## src/rtl/fcr_pkg.sv

```systemverilog
// Shared widths, types, command codes and the reset order list of the FIFO replacement block.
package fcr_pkg;

    // Geometry of the replacement state.
    localparam int SET_COUNT = 64;
    localparam int ASSOC     = 8;

    // Widths of the channel fields, fixed by the interface.
    localparam int CMD_W    = 1;
    localparam int SET_IN_W = 6;
    localparam int WAY_IN_W = 3;
    localparam int VICTIM_W = 3;

    // Derived internal widths.
    localparam int WAY_W  = $clog2(ASSOC);
    localparam int SET_W  = (SET_COUNT > 1) ? $clog2(SET_COUNT) : 1;
    localparam int LIST_W = ASSOC * WAY_W;

    // Command codes.
    localparam logic [CMD_W-1:0] CMD_QUERY = 1'b0;
    localparam logic [CMD_W-1:0] CMD_EVICT = 1'b1;

    typedef logic [WAY_W-1:0]  t_way;
    typedef logic [SET_W-1:0]  t_set_addr;
    typedef logic [LIST_W-1:0] t_list;

    // Read request into the list memory.
    typedef struct packed {
        logic      en;
        t_set_addr addr;
    } t_mem_rd;

    // Write request into the list memory.
    typedef struct packed {
        logic      en;
        t_set_addr addr;
        t_list     data;
    } t_mem_wr;

    // Order list after reset: ways in ascending order, way 0 at the front (lowest slot).
    function automatic t_list reset_list();
        t_list l;
        l = '0;
        for (int i = 0; i < ASSOC; i++) begin
            l[i*WAY_W +: WAY_W] = WAY_W'(i);
        end
        return l;
    endfunction

    // Memory address taken from the set field of an input item.
    function automatic t_set_addr set_addr(input logic [SET_IN_W-1:0] s);
        return SET_W'(s);
    endfunction

endpackage

```

## src/rtl/fcr_in_if.sv

```systemverilog
// Input channel carrying query and eviction items.
interface fcr_in_if;
    logic                         valid;
    logic                         ready;
    logic [fcr_pkg::CMD_W-1:0]    command;
    logic [fcr_pkg::SET_IN_W-1:0] set_index;
    logic [fcr_pkg::WAY_IN_W-1:0] way;

    modport source (output valid, command, set_index, way, input ready);
    modport sink   (input valid, command, set_index, way, output ready);
endinterface

```

## src/rtl/fcr_out_if.sv

```systemverilog
// Output channel carrying the next victim way.
interface fcr_out_if;
    logic                         valid;
    logic                         ready;
    logic [fcr_pkg::VICTIM_W-1:0] victim_way;

    modport source (output valid, victim_way, input ready);
    modport sink   (input valid, victim_way, output ready);
endinterface

```

## src/rtl/fcr_list_mem.sv

```systemverilog
// Order list memory, one entry per set, with per-set valid bits standing in for the reset contents.
module fcr_list_mem (
    input  logic             i_clk,
    input  logic             i_rst_n,
    input  fcr_pkg::t_mem_rd i_rd,
    input  fcr_pkg::t_mem_wr i_wr,
    output fcr_pkg::t_list   o_rd_data
);

    fcr_pkg::t_list                r_mem [fcr_pkg::SET_COUNT];
    logic [fcr_pkg::SET_COUNT-1:0] r_vld;
    fcr_pkg::t_list                r_rd_data;
    logic                          r_rd_vld;

    // A set becomes valid on its first write; reset returns every set to the ascending order.
    always_ff @(posedge i_clk) begin
        if (!i_rst_n) begin
            r_vld <= '0;
        end else if (i_wr.en) begin
            r_vld[i_wr.addr] <= 1'b1;
        end
    end

    // Synchronous write and registered read.
    always_ff @(posedge i_clk) begin
        if (i_wr.en) begin
            r_mem[i_wr.addr] <= i_wr.data;
        end
        if (i_rd.en) begin
            r_rd_data <= r_mem[i_rd.addr];
            r_rd_vld  <= r_vld[i_rd.addr];
        end
    end

    // An entry never written reads as the reset order.
    assign o_rd_data = r_rd_vld ? r_rd_data : fcr_pkg::reset_list();

endmodule

```

## src/rtl/fcr_reorder.sv

```systemverilog
// Moves one way of an order list to the back and reports the new front.
module fcr_reorder (
    input  logic                         i_en,
    input  fcr_pkg::t_list               i_list,
    input  fcr_pkg::t_way                i_way,
    output fcr_pkg::t_list               o_list,
    output logic [fcr_pkg::VICTIM_W-1:0] o_front
);

    logic [fcr_pkg::ASSOC-1:0] match;
    logic [fcr_pkg::ASSOC-1:0] seen;

    // Locate the way and mark every slot from its place to the back.
    always_comb begin
        for (int i = 0; i < fcr_pkg::ASSOC; i++) begin
            match[i] = i_en && (i_list[i*fcr_pkg::WAY_W +: fcr_pkg::WAY_W] == i_way);
        end
        seen[0] = match[0];
        for (int i = 1; i < fcr_pkg::ASSOC; i++) begin
            seen[i] = seen[i-1] | match[i];
        end
    end

    // Slots at or behind the way shift one place forward; the way itself goes to the back.
    always_comb begin
        for (int i = 0; i < fcr_pkg::ASSOC - 1; i++) begin
            o_list[i*fcr_pkg::WAY_W +: fcr_pkg::WAY_W] = seen[i]
                ? i_list[(i+1)*fcr_pkg::WAY_W +: fcr_pkg::WAY_W]
                : i_list[i*fcr_pkg::WAY_W +: fcr_pkg::WAY_W];
        end
        o_list[(fcr_pkg::ASSOC-1)*fcr_pkg::WAY_W +: fcr_pkg::WAY_W] = seen[fcr_pkg::ASSOC-1]
            ? i_way
            : i_list[(fcr_pkg::ASSOC-1)*fcr_pkg::WAY_W +: fcr_pkg::WAY_W];
    end

    // The front is the low slot, narrowed or widened to the result field.
    assign o_front = fcr_pkg::VICTIM_W'(o_list[fcr_pkg::WAY_W-1:0]);

endmodule

```

## src/rtl/fifo_cache_replacement_top.sv

```systemverilog
// Top level of the FIFO cache replacement block: read stage, reorder, write-back and result register.
//
//  Port    Dir  Payload                          Transfer
//  i_in    in   command, set_index, way          valid && ready
//  o_out   out  victim_way                       valid && ready
//
//  Per item, the set's list is read from the list memory, then reordered, written back
//  on an eviction, and the result register is loaded. The read stage holds one item;
//  the next is accepted only once the last has left. Reset clears the per-set valid
//  bits with no clearing pass. A result waiting in the output register does not block the
//  next transfer, which is read and then held in the read stage until the register frees.
module fifo_cache_replacement_top (
    input  logic      i_clk,
    input  logic      i_rst_n,
    fcr_in_if.sink    i_in,
    fcr_out_if.source o_out
);

    logic                         r_s1_vld;
    logic [fcr_pkg::CMD_W-1:0]    r_s1_cmd;
    logic [fcr_pkg::SET_IN_W-1:0] r_s1_set;
    logic [fcr_pkg::WAY_IN_W-1:0] r_s1_way;
    logic                         r_out_vld;
    logic [fcr_pkg::VICTIM_W-1:0] r_victim;
    logic                         n_out_vld;

    logic                         accept;
    logic                         out_free;
    logic                         done;
    logic                         set_ok;
    logic                         way_ok;
    logic                         evict;
    fcr_pkg::t_mem_rd             rd_req;
    fcr_pkg::t_mem_wr             wr_req;
    fcr_pkg::t_list               rd_list;
    fcr_pkg::t_list               new_list;
    logic [fcr_pkg::VICTIM_W-1:0] front;

    // Input handshake: one item at a time in the read stage.
    assign i_in.ready = !r_s1_vld;
    assign accept     = i_in.valid && i_in.ready;

    // The item completes once the result register can take its answer.
    assign out_free = !r_out_vld || o_out.ready;
    assign done     = r_s1_vld && out_free;

    // Range checks on the set and way of the item in the read stage.
    assign set_ok = 32'(r_s1_set) < 32'(fcr_pkg::SET_COUNT);
    assign way_ok = 32'(r_s1_way) < 32'(fcr_pkg::ASSOC);
    assign evict  = (r_s1_cmd == fcr_pkg::CMD_EVICT) && way_ok;

    // Memory requests.
    assign rd_req.en   = accept;
    assign rd_req.addr = fcr_pkg::set_addr(i_in.set_index);
    assign wr_req.en   = done && set_ok && evict;
    assign wr_req.addr = fcr_pkg::set_addr(r_s1_set);
    assign wr_req.data = new_list;

    fcr_list_mem u_mem (
        .i_clk     (i_clk),
        .i_rst_n   (i_rst_n),
        .i_rd      (rd_req),
        .i_wr      (wr_req),
        .o_rd_data (rd_list)
    );

    fcr_reorder u_reorder (
        .i_en    (evict),
        .i_list  (rd_list),
        .i_way   (fcr_pkg::WAY_W'(r_s1_way)),
        .o_list  (new_list),
        .o_front (front)
    );

    // Result register holds until its transfer completes.
    always_comb begin
        n_out_vld = r_out_vld;
        if (done) begin
            n_out_vld = 1'b1;
        end else if (o_out.ready) begin
            n_out_vld = 1'b0;
        end
    end

    // Control state.
    always_ff @(posedge i_clk) begin
        if (!i_rst_n) begin
            r_s1_vld  <= 1'b0;
            r_out_vld <= 1'b0;
        end else begin
            r_s1_vld  <= accept || (r_s1_vld && !done);
            r_out_vld <= n_out_vld;
        end
    end

    // Payload of the read stage and the result register.
    always_ff @(posedge i_clk) begin
        if (accept) begin
            r_s1_cmd <= i_in.command;
            r_s1_set <= i_in.set_index;
            r_s1_way <= i_in.way;
        end
        if (done) begin
            r_victim <= set_ok ? front : '0;
        end
    end

    assign o_out.valid      = r_out_vld;
    assign o_out.victim_way = r_victim;

`ifndef SYNTH
    // An accepted transfer occupies the read stage in the next cycle.
    a_accept_to_stage: assert property (@(posedge i_clk) disable iff (!i_rst_n)
        accept |=> r_s1_vld)
        else $error("accepted item missing from read stage");

    // A stalled item keeps its set and way until it completes.
    a_stage_holds: assert property (@(posedge i_clk) disable iff (!i_rst_n)
        (r_s1_vld && !done) |=> (r_s1_vld && $stable(r_s1_set) && $stable(r_s1_way)))
        else $error("stalled item changed in read stage");

    // A new result appears only after an item has left the read stage.
    a_result_source: assert property (@(posedge i_clk) disable iff (!i_rst_n)
        $rose(o_out.valid) |-> $past(r_s1_vld))
        else $error("result without an item in flight");

    // The memory is never written while a read of the same set could be in flight.
    a_no_overlap: assert property (@(posedge i_clk) disable iff (!i_rst_n)
        wr_req.en |-> !rd_req.en)
        else $error("list read and write overlap");
`endif

endmodule
```

## src/flat_wrapper.sv

```systemverilog
// flat-port wrapper written by rule: the top's interface ports become plain ports
module fifo_cache_replacement_top_flat 
  (i_clk, i_rst_n, i_in_valid, i_in_command, i_in_set_index, i_in_way, i_in_ready, o_out_valid, o_out_victim_way, o_out_ready);
  fcr_in_if i_in_i ();
  fcr_out_if o_out_i ();
  input  logic i_clk;
  input  logic i_rst_n;
  input wire logic [$bits(i_in_i.valid)-1:0] i_in_valid;
  input wire logic [$bits(i_in_i.command)-1:0] i_in_command;
  input wire logic [$bits(i_in_i.set_index)-1:0] i_in_set_index;
  input wire logic [$bits(i_in_i.way)-1:0] i_in_way;
  output wire logic [$bits(i_in_i.ready)-1:0] i_in_ready;
  output wire logic [$bits(o_out_i.valid)-1:0] o_out_valid;
  output wire logic [$bits(o_out_i.victim_way)-1:0] o_out_victim_way;
  input wire logic [$bits(o_out_i.ready)-1:0] o_out_ready;
  assign i_in_i.valid = i_in_valid;
  assign i_in_i.command = i_in_command;
  assign i_in_i.set_index = i_in_set_index;
  assign i_in_i.way = i_in_way;
  assign i_in_ready = i_in_i.ready;
  assign o_out_valid = o_out_i.valid;
  assign o_out_victim_way = o_out_i.victim_way;
  assign o_out_i.ready = o_out_ready;
  fifo_cache_replacement_top u_core (.i_clk(i_clk), .i_rst_n(i_rst_n), .i_in(i_in_i), .o_out(o_out_i));
endmodule
```

## config.mk

```make
export PLATFORM = sky130hd
export DESIGN_NAME = fifo_cache_replacement_top_flat
export DESIGN_NICKNAME = d
export VERILOG_FILES = /design/src/rtl/fcr_pkg.sv /design/src/rtl/fcr_in_if.sv /design/src/rtl/fcr_out_if.sv /design/src/rtl/fcr_list_mem.sv /design/src/rtl/fcr_reorder.sv /design/src/rtl/fifo_cache_replacement_top.sv /design/src/flat_wrapper.sv
export SDC_FILE = /design/constraint.sdc
export NUM_CORES = 1
export LEC_CHECK = 0
export ABC_AREA = 1
export BUFFER_PORTS_ARGS = -buffer_cell sky130_fd_sc_hd__buf_2
export CAP_MARGIN = 20
export CORE_MARGIN = 10
export CORE_UTILIZATION = 35
export CTS_BUF_LIST = sky130_fd_sc_hd__clkbuf_4 sky130_fd_sc_hd__clkbuf_8
export CTS_CLUSTER_SIZE = 12
export DETAILED_ROUTE_END_ITERATION = 12
export GPL_TIMING_DRIVEN = 1
export PLACE_DENSITY = 0.49
export SYNTH_ARGS = -nofsm -noshare
export SYNTH_HDL_FRONTEND = slang
export SYNTH_HIERARCHICAL = 1
export SYNTH_SLANG_ARGS = --single-unit
```

## constraint.sdc

```tcl
create_clock -name i_clk -period 4.4 [get_ports i_clk]
set_input_delay 0.44 -clock i_clk [delete_from_list [all_inputs] [get_ports i_clk]]
set_output_delay 0.44 -clock i_clk [all_outputs]
set_load 0.005 [all_outputs]
```

Word-level counts from Yosys, hierarchy flattened
Memories as Yosys holds them, arrays and structs flattened. A register that Yosys moved wholly into a read port is not among the register bits. Cells that the tools add are included.

Eq/ne operators: 8. Mux-type cells: 17. Bitwise logic cells: 8. Order comparisons: 3. Reductions and logical operators: 19.

Operators by type and width (count): $or A64 B64 Y64 (1); $eq A3 B3 Y1 (8); $mux W24 (1); $mux W3 (8); $lt A6 B7 Y1 const B (2); $logic_and A1 B1 Y1 (13); $or A1 B1 Y1 (7); $bmux W1 S6 (1); $demux W1 S6 (1); $ge A6 B1 Y1 const B (1); $mux W1 (6); $logic_not A1 Y1 (3); $logic_or A1 B1 Y1 (2); $reduce_bool A2 Y1 (1).

Register bits: 80. Bits of input ports: 14. Bits in writable memories: 1536. Output and inout port bits: 5. Word-level logic and storage cells: 64. Memories: 1.

Memory list: u_core.u_mem.r_mem (depth 64, bits a word 24, rd ports 1, clocked after Yosys merged registers in 1, write ports 1, line fcr_list_mem.sv:10) `fcr_pkg::t_list r_mem [fcr_pkg::SET_COUNT];`.

Depth between registers and ports, before layout
Depth in word-level cells: 11. Gate-level depth with buffers: 14. Mapped depth without buffers: 13.

Cells and area by module
Netlist, hierarchy kept.

By module, submodules not included: fcr_list_mem (times used 1, area each 66373.7 um^2, sequential area each 48156.2 um^2, cells an instance 5664); fcr_reorder (times used 1, area each 874.6 um^2, sequential area each 0.0 um^2, cells an instance 164); fifo_cache_replacement_top (times used 1, area each 485.5 um^2, sequential area each 430.4 um^2, cells an instance 27).

Worst setup path before layout
No wires, ideal clock.

Path type: reg2reg. Start: register u_core.u_mem.r_rd_vld. End: memory u_core/u_mem/r_mem[0][16] (netlist bit), data pin. Stages on the path, launching flop included: 12. Data arrival time: 3986 ps. Path slack: -288 ps. Path buffers: 1. Required time: 3698 ps. Setup time: 702 ps. Period minus slack after synthesis: 4688 ps. Cell sequence: edfxtp_1 > clkbuf_1 > nand2_1 > inv_1 > nand2_1 > nand2_1 > nor2_1 > nand2_4 > nand2_8 > nor2_8 > nand4_4 > o21ai_0.

Cells in the longest elaborated chain, start to end: 9. Elaborated cells between the ends (all ways): 19. Classes of those cells: 6 x eq/ne; 2 x mux; 5 x bitwise; 6 x reduce/logical.

RTL lines: from (decl) (line fcr_list_mem.sv:13) `logic r_rd_vld;`; from (signal assigned) (line fcr_list_mem.sv:31) `r_rd_vld <= r_vld[i_rd.addr];`; $mux W24 (line fcr_list_mem.sv:36) `assign o_rd_data = r_rd_vld ? r_rd_data : fcr_pkg::reset_list();`; via u_core.rd_list[3] (line fifo_cache_replacement_top.sv:35) `fcr_pkg::t_list rd_list;`; $eq A3 B3 Y1 (line fcr_reorder.sv:16) `match[i] = i_en && (i_list[i*fcr_pkg::WAY_W +: fcr_pkg::WAY_W] == i_way);`; $logic_and A1 B1 Y1 (line fcr_reorder.sv:16); $or A1 B1 Y1 (5 in series) (line fcr_reorder.sv:20) `seen[i] = seen[i-1] | match[i];`; $mux W3 (line fcr_reorder.sv:28) `? i_list[(i+1)*fcr_pkg::WAY_W +: fcr_pkg::WAY_W]`; via u_core.new_list[16] (line fifo_cache_replacement_top.sv:36) `fcr_pkg::t_list new_list;`; to (decl) (line fcr_list_mem.sv:10).

The timed path passes the listed nets, and every way through them passes these cells.

Final worst setup path
Start: register u_core.u_mem.r_rd_vld. End: memory u_core/u_mem/r_mem[31][23] (netlist bit), data pin.

Elaborated cells between the ends (all ways): 25. Classes of those cells: 8 x eq/ne; 2 x mux; 7 x bitwise; 8 x reduce/logical.

RTL lines: $mux W24 (line fcr_list_mem.sv:36); via u_core.rd_list[9] (line fifo_cache_replacement_top.sv:35); $eq A3 B3 Y1 (line fcr_reorder.sv:16); $logic_and A1 B1 Y1 (line fcr_reorder.sv:16); $or A1 B1 Y1 (5 in series) (line fcr_reorder.sv:20); $mux W3 (line fcr_reorder.sv:32) `? i_way`; via u_core.new_list[23] (line fifo_cache_replacement_top.sv:36).

The timed path passes the listed nets, and every way through them passes these cells.

==> run metrics <==
flops & latches, synth=1640; Multi-input gate area=0.0167 sq mm; Placed Cells=8212; post-synth top area share=0.698; kind of critical path=flip-flop to flip-flop; Crit-path slowest cell=edfxtp_1; # DRC=0; final hold violation count=0; CP arrival=4.33 ns; synthesized area=0.0677 sq mm; WHS Endpoint=u_core/evict; Layout fillers=18424; post-layout util=0.396; IO Port Bufs=18; Place WS=0.805 ns; yosys warns=6; clock latency reported for the late side of the worst-skew pair=1.03 ns; total track usage=0.186; syn_nets=5869; Rel. slew slack=0.287; routed vias/inst=5.13; FF+latch area=0.0486 sq mm; pwr dens=454 mW/mm^2; combinational share of power=0.092; share of total power in the clock network=0.390; most instantiated cells after synthesis=2121 x nand2_1, 1574 x edfxtp_1, 1353 x nand3_1; R2R cell count=11; max cap viols=0; Max VDD drop=0.000197 V; die span in y=460 microns; worst path bufs/invs=2; CP cell instances=nand2_1, inv_1, nand2_1, nand2_1, nor2_1, nand2_2, nand4_4, nor2_8, nand3_2, o21ai_4, buf_4; Final Setup Violations=0; # rows=161; TritonRoute pass-1 iters=5; clk buf depth=4; Final ANT Viol Nets=0; worst-margin pin slew=1.07 ns; most frequent CP cell=nand2_1; top_reg_cell synth=edfxtp_1; DRT Wirelength=202000 microns; ratio of cells with drive above 1 in the final layout=0.120; Area Overhead vs Synth=12.7%; vias in the first global route=43287; outcome=complete, no violations; CP peak stage delay=0.91 ns; Non-Filler Instances=8712; Cell variety after synth=35; total CTS buffers=292; unrepaired setup endpoints after global routing=no; Final Max Tran Viols=0; Hold Crit Depth=4; Crit Path Max Fanout=64; Seq/Total Area, Yosys=0.717; Flop pwr share=0.518; clk slew on worst S/H paths=0.06 ns; Total Neg Setup Slack=0 ns; Starting Density=0.352; PnR worst setup slack=0.729 ns; EDFF count, synth=1574; switch share=0.249; GPL Wtd Cong=0.812; IO Pins=19; largest net degree at the start of global routing=172; Hold WC Path Type=primary input to flip-flop; largest cells by area after synthesis=edfxtp_1 70%, nand2_1 12%, nand3_1 10%, buf_6 2.1%, dfxtp_1 2.0%; CTS Root Cell=clkbuf_8; fin crit share=0.834; Die X=460 microns; worst reg2reg endpoint=u_core/u_mem/r_mem[31][23]; Synth area leader=edfxtp_1; # clock sinks=1640; most common cell in the netlist=nand2_1; Initial DRC Count=3961; Clock Skews=0.0720 ns; cell leakage power=27.6 nW; gr ovfl total=0; Final Hold Slack=0.171 ns; Routed wire per std cell=23.2 microns; core area=0.193 sq mm; reg-to-reg startpoint=u_core/u_mem/r_rd_vld; detailed placement HPWL=106000 microns; # H-tree levels=5; Layout Nets=6005; hold path startpoint=i_in_valid; first-pass GRT wire length=296000 microns; P_int=26.1 mW; synthesized instance count=5855; register-to-register setup slack=0.73 ns; crit start category=flip-flop; critical path's top delay family=simple AND/OR/NAND/NOR gates; CTS tree=yes; post-route minimum period=3.67 ns; max frequency=272 MHz; Syn Area/Cell=11.6 sq um; critical path endpoint category=flip-flop; initial antenna violation count=4; Psw=8.63 mW; Crit path required time=5.06 ns; async set-reset flop share out of synthesis=0; detailed-route via count=44707; die area=0.212 sq mm
## logic make-up (layout without fill, tap and decap cells)
family / after synthesis / count (layout) / synth area share
flops: 1640 / 1640 / 0.717
other cells: 0 / 8 / 0
simple gates: 3720 / 3720 / 0.234
buf+inv: 459 / 782 / 0.0459
compound gates: 32 / 32 / 0.00248
xor+xnor: 4 / 4 / 0.000517
## layout make-up
type	instances	share of cell area
multi-input cells	3756	0.218
repair buffers	203	0.0271
clock buffers	423	0.0676
well taps	2526	0.0414
diodes	8	0.000262
flip-flops and latches	1640	0.636
inverters	98	0.00546
clock inverters	58	0.00339
## how the worst max path moves through the flow
stage,from,endpoint,cells after the start
final,u_core/u_mem/r_rd_vld,u_core/u_mem/r_mem[31][23],11
after CTS,u_core/u_mem/r_rd_vld,u_core/u_mem/r_mem[63][18],11
after floorplan,u_core/u_mem/r_rd_vld,u_core/u_mem/r_mem[0][16],11
after detailed placement,u_core/u_mem/r_rd_vld,u_core/u_mem/r_mem[58][23],11
after global routing,u_core/u_mem/r_rd_vld,u_core/u_mem/r_mem[50][18],11
after global placement,u_core/u_mem/r_rd_vld,u_core/u_mem/r_mem[55][18],11
## metal layers
metal  GRT usage  wire, microns
met5           0              0
met4      0.0565           5260
met3      0.0363          12900
met2       0.295          93900
met1       0.258          89700
## power groups by stage
stage | logic (mW) | registers, mW | clock network (mW)
after floorplan | 1.74 | 18.4 | 0
after global placement | 3.16 | 18.3 | 0
after detailed placement | 3.20 | 18.3 | 0
after CTS | 3.22 | 18.0 | 13.9
after global routing | 3.46 | 18.0 | 14.6
final | 3.18 | 18.0 | 13.5
## sequential cells by signal, indices dropped and copies added (netlist names)
name	count
u_core/u_mem/r_mem	1536
u_core/r_s1_vld	1
u_core/u_mem/r_rd_vld	1
u_core/u_mem/r_vld	64
u_core/o_out.victim_way	3
u_core/r_s1_way	3
u_core/evict	1
u_core/o_out.valid	1
u_core/r_s1_set	6
u_core/u_mem/r_rd_data	24
## worst reg2reg max path: stages, from the launching register on
cell and delay, ns:
edfxtp_1 0.91, nand2_1 0.16, inv_1 0.22, nand2_1 0.08
nand2_1 0.08, nor2_1 0.04, nand2_2 0.12, nand4_4 0.25
nor2_8 0.27, nand3_2 0.24, o21ai_4 0.18, buf_4 0.69
## cells in the final DEF, fill, tap and decap left out, drive strengths merged
master / Yosys / layout
nand3: 1355 / 1355
a21boi: 1 / 1
clkinv: 2 / 54
clkinvlp: 0 / 5
dlygate4sd3: 0 / 10
nor2: 217 / 217
diode: 0 / 8
o21ai: 24 / 24
buf: 328 / 193
xor2: 2 / 2
clkbuf: 33 / 423
edfxtp: 1574 / 1574
o22ai: 1 / 1
nand2: 2128 / 2128
dfxtp: 66 / 66
nand4: 5 / 5
a21oi: 6 / 6
nor3: 15 / 15
xnor2: 2 / 2
inv: 96 / 97
## through the flow
stage,area [sq um],power (mW)
floorplan,67700,20.1
global placement,70700,21.4
detailed placement,70800,21.5
CTS,76300,35.1
global route,76300,36.0
finish,76300,34.7
## repair_timing
item / CTS / global route
buffers inserted: 0 / 0
hold buffers: 10 / 0
endpoints found under the hold margin: 26 / 0
resized for setup: 0 / 0
(Power assumes the default switching activity.)
